## config.mk

```make
export PLATFORM = sky130hd
export DESIGN_NAME = capped_token_pool_holder_set
export DESIGN_NICKNAME = d
export VERILOG_FILES = /design/src/rtl/ctph_pkg.sv /design/src/rtl/ctph_ctrl.sv /design/src/rtl/ctph_dp.sv /design/src/rtl/capped_token_pool_holder_set.sv
export SDC_FILE = /design/constraint.sdc
export NUM_CORES = 1
export LEC_CHECK = 0
export BUFFER_PORTS_ARGS = -buffer_cell sky130_fd_sc_hd__buf_2
export CAP_MARGIN = 0
export CORE_MARGIN = 4
export CORE_UTILIZATION = 55
export DETAILED_ROUTE_END_ITERATION = 7
export HOLD_SLACK_MARGIN = 0.06
export PLACE_DENSITY = 0.71
export SYNTH_ARGS = -nofsm -noshare
export SYNTH_HDL_FRONTEND = slang
export SYNTH_SLANG_ARGS = --single-unit
```

## constraint.sdc

```tcl
create_clock -name clk -period 8 [get_ports clk]
set_input_delay 0.8 -clock clk [delete_from_list [all_inputs] [get_ports clk]]
set_output_delay 0.8 -clock clk [all_outputs]
set_load 0.005 [all_outputs]
```

## src/rtl/ctph_pkg.sv

```systemverilog
// ----------------------------------------------------------------------------
// ctph_pkg
// Shared types and constants for the capped token pool holder set.
// ----------------------------------------------------------------------------
package ctph_pkg;

	localparam int DEF_POOL_COUNT  = 2;
	localparam int DEF_MAX_HOLDERS = 8;

	localparam int MODE_W   = 2;
	localparam int KEY_W    = 2;
	localparam int ID_W     = 16;
	localparam int STATUS_W = 3;
	localparam int HCNT_W   = 4;
	localparam int CAP_W    = 4;
	localparam int CFG_IDX_W = 2;

	localparam int S_DATA_W = 24;
	localparam int M_DATA_W = 8;

	localparam logic [CAP_W-1:0] CAP_ZERO_RESET = 4'd6;
	localparam logic [CAP_W-1:0] CAP_ONE_RESET  = 4'd3;

	typedef enum logic [CFG_IDX_W-1:0] {
		CFG_CAP_ZERO = 2'd0,
		CFG_CAP_ONE  = 2'd1
	} cfg_idx_t;

	typedef enum logic [MODE_W-1:0] {
		MODE_GRANT   = 2'd0,
		MODE_RETRACT = 2'd1,
		MODE_QUERY   = 2'd2
	} mode_t;

	typedef enum logic [STATUS_W-1:0] {
		ST_DONE       = 3'd0,
		ST_ALREADY    = 3'd1,
		ST_FULL       = 3'd2,
		ST_UNKNOWN    = 3'd3,
		ST_NOT_HOLDER = 3'd4
	} status_t;

	typedef enum logic [1:0] {
		S_IDLE,
		S_MATCH,
		S_DONE
	} state_t;

	typedef struct packed {
		logic load;
		logic match;
		logic commit;
	} ctph_cmd_t;

endpackage

```

## src/rtl/ctph_ctrl.sv

```systemverilog
// ----------------------------------------------------------------------------
// ctph_ctrl
// Sequencer: load, match, commit; owns both handshakes.
// ----------------------------------------------------------------------------
module ctph_ctrl (
	input  logic               clk,
	input  logic               arst_n,
	input  logic               s_tvalid,
	output logic               s_tready,
	output logic               m_tvalid,
	input  logic               m_tready,
	output ctph_pkg::ctph_cmd_t cmd
);
	import ctph_pkg::*;

	state_t state_q, state_d;
	logic   m_tvalid_q;
	logic   out_free;

	assign out_free = !m_tvalid_q || m_tready;

	always_comb begin
		state_d = state_q;
		unique case (state_q)
			S_IDLE:  if (s_tvalid) state_d = S_MATCH;
			S_MATCH: state_d = S_DONE;
			S_DONE: begin
				if (out_free) state_d = s_tvalid ? S_MATCH : S_IDLE;
			end
			default: state_d = S_IDLE;
		endcase
	end

	always_comb begin
		cmd      = '0;
		s_tready = 1'b0;
		unique case (state_q)
			S_IDLE:  s_tready = 1'b1;
			S_MATCH: cmd.match = 1'b1;
			S_DONE: begin
				cmd.commit = out_free;
				s_tready   = out_free;
			end
			default: ;
		endcase
		cmd.load = s_tvalid && s_tready;
	end

	always_ff @(posedge clk or negedge arst_n) begin
		if (!arst_n) begin
			state_q    <= S_IDLE;
			m_tvalid_q <= 1'b0;
		end else begin
			state_q <= state_d;
			if (cmd.commit) m_tvalid_q <= 1'b1;
			else if (m_tready) m_tvalid_q <= 1'b0;
		end
	end

	assign m_tvalid = m_tvalid_q;

endmodule

```

## src/rtl/ctph_dp.sv

```systemverilog
// ----------------------------------------------------------------------------
// ctph_dp
// Holder store, per-pool counts and caps, slot match and result register.
// ----------------------------------------------------------------------------
module ctph_dp #(
	parameter int POOL_COUNT  = ctph_pkg::DEF_POOL_COUNT,
	parameter int MAX_HOLDERS = ctph_pkg::DEF_MAX_HOLDERS
) (
	input  logic                            clk,
	input  logic                            arst_n,
	input  ctph_pkg::ctph_cmd_t             cmd,
	input  logic [ctph_pkg::MODE_W-1:0]     mode,
	input  logic [ctph_pkg::KEY_W-1:0]      pool_key,
	input  logic [ctph_pkg::ID_W-1:0]       requester_id,
	input  logic                            cfg_we,
	input  logic [ctph_pkg::CFG_IDX_W-1:0]  cfg_index,
	input  logic [ctph_pkg::CAP_W-1:0]      cfg_data,
	output logic                            ok,
	output logic [ctph_pkg::STATUS_W-1:0]   status,
	output logic [ctph_pkg::HCNT_W-1:0]     holder_count
);
	import ctph_pkg::*;

	localparam int PW = (POOL_COUNT > 1) ? $clog2(POOL_COUNT) : 1;
	localparam int CW = $clog2(MAX_HOLDERS + 1);
	localparam int XW = (CW > CAP_W) ? CW : CAP_W;
	localparam logic [KEY_W-1:0] POOLS_L = KEY_W'(POOL_COUNT);
	localparam logic [XW-1:0]    MAX_L   = XW'(MAX_HOLDERS);

	logic [ID_W-1:0]        owner_q [POOL_COUNT][MAX_HOLDERS];
	logic [MAX_HOLDERS-1:0] used_q  [POOL_COUNT];
	logic [CW-1:0]          count_q [POOL_COUNT];
	logic [CAP_W-1:0]       cap_zero_q, cap_one_q;

	logic [MODE_W-1:0]      mode_q;
	logic [KEY_W-1:0]       pool_q;
	logic [ID_W-1:0]        id_q;

	logic [MAX_HOLDERS-1:0] hit_s1, free_s1;

	logic                   known;
	logic [PW-1:0]          sel;
	logic [MAX_HOLDERS-1:0] first_free;
	logic                   hit_any, full;
	logic [CAP_W-1:0]       cap_sel;
	logic [CW-1:0]          cnt_cur, cnt_next;
	logic                   do_grant, do_retract, ok_d;
	status_t                status_d;

	assign known = (pool_q < POOLS_L);
	assign sel   = known ? pool_q[PW-1:0] : '0;

	always_ff @(posedge clk) begin
		if (cmd.load) begin
			mode_q <= mode;
			pool_q <= pool_key;
			id_q   <= requester_id;
		end
	end

	always_ff @(posedge clk) begin
		if (cmd.match) begin
			for (int s = 0; s < MAX_HOLDERS; s++)
				hit_s1[s] <= used_q[sel][s] && (owner_q[sel][s] == id_q);
			free_s1 <= ~used_q[sel];
		end
	end

	assign first_free = free_s1 & (~free_s1 + MAX_HOLDERS'(1));
	assign hit_any    = |hit_s1;
	assign cnt_cur    = count_q[sel];
	assign cap_sel    = (sel == '0) ? cap_zero_q : cap_one_q;
	assign full       = (XW'(cnt_cur) >= XW'(cap_sel)) || (XW'(cnt_cur) >= MAX_L);

	always_comb begin
		do_grant   = 1'b0;
		do_retract = 1'b0;
		ok_d       = 1'b0;
		status_d   = ST_UNKNOWN;
		cnt_next   = cnt_cur;
		if (known) begin
			case (mode_t'(mode_q))
				MODE_GRANT: begin
					if (hit_any) status_d = ST_ALREADY;
					else if (full) status_d = ST_FULL;
					else begin
						do_grant = 1'b1;
						ok_d     = 1'b1;
						status_d = ST_DONE;
						cnt_next = cnt_cur + CW'(1);
					end
				end
				MODE_RETRACT: begin
					if (hit_any) begin
						do_retract = 1'b1;
						ok_d       = 1'b1;
						status_d   = ST_DONE;
						cnt_next   = cnt_cur - CW'(1);
					end else status_d = ST_NOT_HOLDER;
				end
				default: begin
					ok_d     = hit_any;
					status_d = hit_any ? ST_DONE : ST_NOT_HOLDER;
				end
			endcase
		end else begin
			cnt_next = '0;
		end
	end

	always_ff @(posedge clk) begin
		if (cmd.commit && do_grant) begin
			for (int s = 0; s < MAX_HOLDERS; s++)
				if (first_free[s]) owner_q[sel][s] <= id_q;
		end
	end

	always_ff @(posedge clk or negedge arst_n) begin
		if (!arst_n) begin
			for (int p = 0; p < POOL_COUNT; p++) begin
				used_q[p]  <= '0;
				count_q[p] <= '0;
			end
			cap_zero_q <= CAP_ZERO_RESET;
			cap_one_q  <= CAP_ONE_RESET;
		end else begin
			if (cmd.commit && known) begin
				if (do_grant) used_q[sel] <= used_q[sel] | first_free;
				if (do_retract) used_q[sel] <= used_q[sel] & ~hit_s1;
				count_q[sel] <= cnt_next;
			end
			if (cfg_we) begin
				unique case (cfg_index)
					CFG_CAP_ZERO: cap_zero_q <= cfg_data;
					CFG_CAP_ONE:  cap_one_q  <= cfg_data;
					default: ;
				endcase
			end
		end
	end

	always_ff @(posedge clk) begin
		if (cmd.commit) begin
			ok           <= ok_d;
			status       <= status_d;
			holder_count <= HCNT_W'(cnt_next);
		end
	end

endmodule

```

## src/rtl/capped_token_pool_holder_set.sv

```systemverilog
// ----------------------------------------------------------------------------
// capped_token_pool_holder_set
// Two capped token pools, each tracking the set of requester IDs holding it.
// ----------------------------------------------------------------------------
// Each item is registered on acceptance, matched against the slots in the match state,
// then written to the result register in the commit state; no new item is taken while matching.
// A new item is taken in the commit cycle once the result register is free.
// Reset: pools empty, caps 6 and 3; no clearing pass, ready right after reset.
module capped_token_pool_holder_set #(
	parameter int POOL_COUNT  = ctph_pkg::DEF_POOL_COUNT,
	parameter int MAX_HOLDERS = ctph_pkg::DEF_MAX_HOLDERS
) (
	input  logic                             clk,
	input  logic                             arst_n,
	input  logic                             s_tvalid,
	output logic                             s_tready,
	input  logic [ctph_pkg::S_DATA_W-1:0]    s_tdata,   // mode, pool_key, requester_id
	output logic                             m_tvalid,
	input  logic                             m_tready,
	output logic [ctph_pkg::M_DATA_W-1:0]    m_tdata,   // ok, status, holder_count
	input  logic                             cfg_we,
	input  logic [ctph_pkg::CFG_IDX_W-1:0]   cfg_index,
	input  logic [ctph_pkg::CAP_W-1:0]       cfg_data
);
	import ctph_pkg::*;

	ctph_cmd_t           cmd;
	logic                ok;
	logic [STATUS_W-1:0] status;
	logic [HCNT_W-1:0]   holder_count;

	ctph_ctrl u_ctrl (
		.clk      (clk),
		.arst_n   (arst_n),
		.s_tvalid (s_tvalid),
		.s_tready (s_tready),
		.m_tvalid (m_tvalid),
		.m_tready (m_tready),
		.cmd      (cmd)
	);

	ctph_dp #(
		.POOL_COUNT  (POOL_COUNT),
		.MAX_HOLDERS (MAX_HOLDERS)
	) u_dp (
		.clk          (clk),
		.arst_n       (arst_n),
		.cmd          (cmd),
		.mode         (s_tdata[1:0]),
		.pool_key     (s_tdata[3:2]),
		.requester_id (s_tdata[19:4]),
		.cfg_we       (cfg_we),
		.cfg_index    (cfg_index),
		.cfg_data     (cfg_data),
		.ok           (ok),
		.status       (status),
		.holder_count (holder_count)
	);

	assign m_tdata = {holder_count, status, ok};

endmodule

```

[Word level (Yosys, flattened, before mapping)]
Memories as Yosys holds them, arrays and structs flattened.
Index checks and enable logic that the tools add are counted.
Word-level totals
  register bits after elaboration: 79
  RAM bits: 256
  input port bits: 35
  output and inout port bits: 10
  logic and storage cells: 137
  memories kept: 1
Memories
  u_dp.owner_q: words 2, width 128, read ports 1, clocked after memory_dff 0, wr ports 1, RTL line ctph_dp.sv:30  | logic [ID_W-1:0] owner_q [POOL_COUNT][MAX_HOLDERS];
Cells by class
  add/subtract/negate cells: 3
  $lt $le $gt $ge: 5
  eq/ne operators: 14
  mux-type cells: 68
  bitwise gates (word level): 7
  reductions and logical operators: 23
Operator list (count)
  $eq 16x16->1: 8
  $mux 16: 3
  $mux 1: 37
  $mux 4: 9
  $bwmux 16: 2
  $mux 8: 4
  $not 8->8: 3
  $and 8x8->8: 2
  $logic_and 1x1->1: 12
  $mux 3: 3
  $add 8x1->8 const B: 1
  $bwmux 8: 1
  $demux 8 s1: 1
  $or 8x8->8: 1
  $pmux 4 s2: 1
  $reduce_or 8->1: 1
  $eq 2x1->1 const B: 3
  $logic_not 2->1: 3
  $mux 2: 3
  $pmux 2 s3: 1
  $reduce_and 2->1: 3
  $add 4x1->4 const B: 1
  $demux 4 s1: 1
  $ge 4x4->1: 1
  13 further kinds: 15

[Longest topological paths before layout]
  depth in word-level cells: 16
  mapped depth: 14
  mapped depth without buffers: 10

[By module]
A second synthesis with hierarchy kept.
Unflattened totals
  cell total of the unflattened synthesis: 923
  area total of the unflattened synthesis: 14368.8 um^2
By module, submodules not included
  ctph_dp: times used 1, cells an instance 907, area an instance 14214.9 um^2, seq. area each 9814.4 um^2
  ctph_ctrl: times used 1, cells an instance 15, area an instance 146.4 um^2, seq. area each 75.1 um^2
  capped_token_pool_holder_set: times used 1, cells an instance 1, area an instance 7.5 um^2, seq. area each 0.0 um^2

[Worst setup path before layout]
OpenSTA, ideal clock, no wires.
  path type: register -> register
  from: register u_dp.pool_q[0]
  to: memory u_dp.owner_q[1][16] (netlist bit) (enable)
  setup time: 409 ps
  data arrival time: 3687 ps
  required time: 7591 ps
  path slack: 3904 ps
  cell stages (with the launch flop): 13
  buffers on the path: 5
  clock period less this slack: 4096 ps
  cells stage by stage: edfxtp_1 > nand2b_1 > buf_4 > buf_4 > buf_4 > buf_4 > mux2i_1 > ha_1 > or2_2 > buf_1 > a21oi_2 > nand2_1 > nor3_1
Between the ends
  cells in the longest elaborated chain, start to end: 15
  elaborated cells on any way between the ends: 17
  those cells by class: order compare (3); mux (11); bitwise (1); reduce/logical (2)
Ends and longest elaborated chain
  from (decl): RTL line ctph_dp.sv:36  | logic [KEY_W-1:0] pool_q;
  from (signal assigned): RTL line ctph_dp.sv:56  | pool_q <= pool_key;
  $lt 2x2->1: RTL line ctph_dp.sv:50  | assign known = (pool_q < POOLS_L);
  $mux 1: RTL line ctph_dp.sv:51  | assign sel = known ? pool_q[PW-1:0] : '0;
  $not 1->2 (implied by the code): RTL line ctph_dp.sv:71  | assign cnt_cur = count_q[sel];
  $mux 4 (implied by the code) (3 in a row): RTL line ctph_dp.sv:71
  $ge 4x4->1: RTL line ctph_dp.sv:73  | assign full = (XW'(cnt_cur) >= XW'(cap_sel)) || (XW'(cnt_cur) >= MAX_L);
  $logic_or 1x1->1: RTL line ctph_dp.sv:73
  $mux 1: RTL line ctph_dp.sv:85  | else if (full) status_d = ST_FULL;
  $mux 1: RTL line ctph_dp.sv:84  | if (hit_any) status_d = ST_ALREADY;
  $mux 1: RTL line ctph_dp.sv:82  | case (mode_t'(mode_q))
  $mux 1: RTL line ctph_dp.sv:81  | if (known) begin
  $logic_and 1x1->1: RTL line ctph_dp.sv:112  | if (cmd.commit && do_grant) begin
  $mux 1: RTL line ctph_dp.sv:112
  $mux 1 (implied by the code): RTL line ctph_dp.sv:114  | if (first_free[s]) owner_q[sel][s] <= id_q;
  to (decl): RTL line ctph_dp.sv:30
Parallel ways exist; a longest one is shown, timed or not. The select of a mux whose other input is x is not followed.

[Worst setup path after layout]
  from: register u_dp.pool_q[1]
  to: memory u_dp.owner_q[1][3] (netlist bit) (enable)
Between the ends
  cells in the longest elaborated chain, start to end: 15
  elaborated cells on any way between the ends: 17
  those cells by class: order compare (3); mux (11); bitwise (1); reduce/logical (2)
Ends and longest elaborated chain (RTL line)
  $lt 2x2->1 (*): ctph_dp.sv:50
  $mux 1: ctph_dp.sv:51
  $not 1->2 (implied by the code): ctph_dp.sv:71
  $mux 4 (implied by the code) (3 in a row): ctph_dp.sv:71
  $ge 4x4->1: ctph_dp.sv:73
  $logic_or 1x1->1: ctph_dp.sv:73
  $mux 1: ctph_dp.sv:85
  $mux 1: ctph_dp.sv:84
  $mux 1: ctph_dp.sv:82
  $mux 1: ctph_dp.sv:81
  $logic_and 1x1->1: ctph_dp.sv:112
  $mux 1: ctph_dp.sv:112
  $mux 1 (implied by the code): ctph_dp.sv:114
Every way passes the cells marked *; elsewhere a longest branch is shown, timed or not. The select of a mux whose other input is x is not followed.

==> summary.txt <==
Outcome = complete, no violations
Hold Vio Cnt, Final = 0
PwrDens = 254 nW/um2
Worst Path Required = 8130 ps
Setup Crit Path Kind = reg2reg
Cell Area, Synth = 14200 um2
Post-Synth Adder-Cell Area = 0.439%
R2R Setup Slk = 3580 ps
Final period util = 55.3%
Total of max-cap violations = 0
Yosys cell types = 51
Hold Path Class = in2async
Seq/Total Area, Yosys = 69.4%
Static Leak = 6.14 nW
Io pins = 45
Inserted Clock Buffers = 36
FF+latch count, synth = 335
Clock latency on the worst-skew pair = 510 ps
Input/output buffers = 40
Setup_tns = 0 ps
TritonCTS Sinks = 335
Initial core utilization = 56.2%
Worst path slowest cell = and4b_1
Synth Area in Simple Gates = 6.37%
CP arrival = 4550 ps
# hold bufs at CTS = 0
Core Footprint = 25300 um2
Placer Congestion = 0.815
Final clock skew = 9.93 ps
Grt total ovfl = 0
CTS tree = yes
Worst r2r dst = u_dp.owner_q[1][3]
Largest family of logic cells by synthesized area = multiplexers
DR vias/cell = 5.66
Via Count = 7547
Worst-path maximum fanout = 37
Yosys warnings = 0
Die height = 169 um
Synth-to-Final Area Change = 13.2%
Antenna violations before repair = 0
Post-CTS Setup Bufs = 0
Syn avg cell area = 15.7 um2
Crit end category = flop
H-tree Lvls = 2
Fill cell count = 1776
Minimum clock period = 4420 ps
Compound-Gate Fraction of Synth Area = 4.03%
Slew HR = 29.2%
Routed WL per cell = 19.9 um
Clock root buffer = clkbuf_16
Crit-path cells = nand2b_4, mux2i_2, inv_2, ha_1, or2_2, a2111oi_4, and4b_1
Slew Viols, Final = 0
Post-CTS sizing = 0
Die X = 169 um
# rows = 58
First-pass GRT wire length = 42.0 mm
DRT iter0 DRCs = 539
Unrepaired setup endpoints after global routing = false
First-pass detailed-route iteration total = 4
Fmax = 226 MHz
Startpoint types = flop
VDD IR max = 0.215 mV
Max incr delay on CP = 800 ps
Mux share of post-synthesis cell area = 9.95%
Routed WL = 26.5 mm
Largest net degree at the start of global routing = 53
Die area = 28500 um2
Net Count, Synth = 950
Layout cells sized above 1 = 15.9%
Clk slew on worst S/H paths = 60 ps
Layout Nets = 1015
Post-Synth XOR/XNOR Area = 7.87%
N_diodes = 0
# DRC = 0
Worst Reg2Reg Path Length in Cells = 7
Final setup viols = 0
Number of global-route vias before repair = 7470
DP HPWL = 15.2 mm
Syn Inst Count = 910
Worst hold slack = 402 ps
GRT Overall Usage = 18.8%
Final ANT Viol Nets = 0
R2R Path Start = u_dp.pool_q[1]
Clk buf depth = 3
Worst-Margin Slew = 1050 ps
Critical Path Start = u_dp.pool_q[1]
-- worst max-delay path: cells and delay by family (launching register included) --
kind / cells / cell delay [ps]
muxes: 1 / 420
AOI/OAI and AO/OA: 1 / 580
buffers and inverters: 1 / 190
and+or+nand+nor: 3 / 1880
DFF: 1 / 640
adders and majority gates: 1 / 300
-- per-layer routing --
layer | global-route usage, % | part of all wire (%)
met4 | 5.29 | 1.9
met3 | 2.71 | 4.2
met2 | 30.5 | 48
met1 | 26.9 | 45
met5 | 0 | 0
-- metrics by stage --
| stage | instance area, um2 | cells | power [mW] | util, % | setup WS, ps |
|---|---|---|---|---|---|
| finish | 16100 | 1333 | 4.10 | 63.7 | 3580 |
| global route | 16100 | 1333 | 4.26 | 63.7 | 3290 |
| CTS | 16100 | 1333 | 4.13 | 63.7 | 3530 |
| detailed placement | 14900 | 1267 | 2.42 | 58.7 | 3580 |
| global placement | 14900 | 1267 | 2.41 | 58.7 | 3590 |
| floorplan | 14200 | 910 | 2.31 | - | 3900 |
-- cell families (layout without fill, tap and decap cells) --
logic type,count (synthesis),in the layout
AO/OA/AOI/OAI,74,74
multiplexers,140,140
XOR/XNOR,128,128
AND/OR/NAND/NOR,168,168
adder cells (fa/ha/maj),5,5
flip-flops,335,335
buffers and inverters,60,153
-- power breakdown --
group	switching [mW]	internal (mW)
clock	0.655	1.06
sequential	0.0314	1.96
combinational	0.249	0.145
-- layout make-up --
class,count,area (um2),share of cell area [%]
Multi-Input combinational cell,515,4100,25.4
Clock buffer,42,966,5.99
Clock inverter,24,285,1.77
Sequential cell,335,9890,61.3
Timing Repair Buffer,66,395,2.45
Tap cell,330,413,2.56
Inverter,21,78.8,0.489
-- cells in the final DEF, fill, tap and decap left out, types with 13 or more instances in the layout --
cell and instances:
edfxtp_1 300, mux2i_1 129, xor2_1 80, xnor2_1 48, nand2_1 41, buf_2 40
clkbuf_16 38, dfrtp_1 31, nand3_1 26, buf_4 26, inv_1 18, nand4_1 18
nor4_1 17, nor2_1 15, a21o_1 15, nor3_1 13, o21ai_0 13
-- cell usage after synthesis, drive strengths merged --
cell type	count	share of area, %
edfxtp	300	63
mux2i	130	9.2
xor2	80	4.9
xnor2	48	3.0
nand2	41	1.1
dfrtp	31	5.4
buf	30	1.1
nand3	26	0.91
inv	21	0.55
nor4	21	1.1
o21ai	19	0.69
nand4	18	0.79
a21o	15	0.79
nor2	15	0.40
nor3	14	0.49
mux2	10	0.79
clkbuf	9	0.24
nand2b	8	0.35
o221ai	8	0.49
o22ai	8	0.35
and3	7	0.31
a21oi	6	0.24
and2	5	0.22
ha	5	0.44
o31ai	5	0.26
a2111oi	4	0.60
dfstp	4	0.74
nand3b	3	0.16
nor2b	3	0.13
a311oi	2	0.21
a31oi	2	0.088
and4b	2	0.14
o211ai	2	0.11
a2111o	1	0.079
a221o	1	0.070
nor3b	1	0.053
nor4bb	1	0.070
o21bai	1	0.053
or2	1	0.044
or3	1	0.044
or4bb	1	0.079
-- sequential cells by signal, indices dropped and copies added, names as in the netlist --
name / cells
u_dp.cap_zero_q: 4
u_dp.id_q: 16
u_ctrl.m_tvalid: 1
u_dp.owner_q: 256
u_dp.free_s1: 8
u_dp.ok: 1
u_dp.cap_one_q: 4
u_dp.holder_count: 4
u_dp.status: 3
u_dp.pool_q: 2
u_dp.count_q: 8
u_dp.mode_q: 2
u_dp.used_q: 16
u_ctrl.state_q: 2
u_dp.hit_s1: 8
-- how the worst max path moves through the flow --
stage	slack, ps	to	depth (start not counted)
after CTS	3530	u_dp.owner_q[1][79]	7
after detailed placement	3580	u_dp.owner_q[1][74]	7
after global routing	3290	u_dp.owner_q[1][11]	7
after global placement	3590	u_dp.owner_q[1][1]	7
after floorplan	3900	u_dp.owner_q[1][16]	12
final	3580	u_dp.owner_q[1][3]	7
Power figures use the tool's default switching activity.
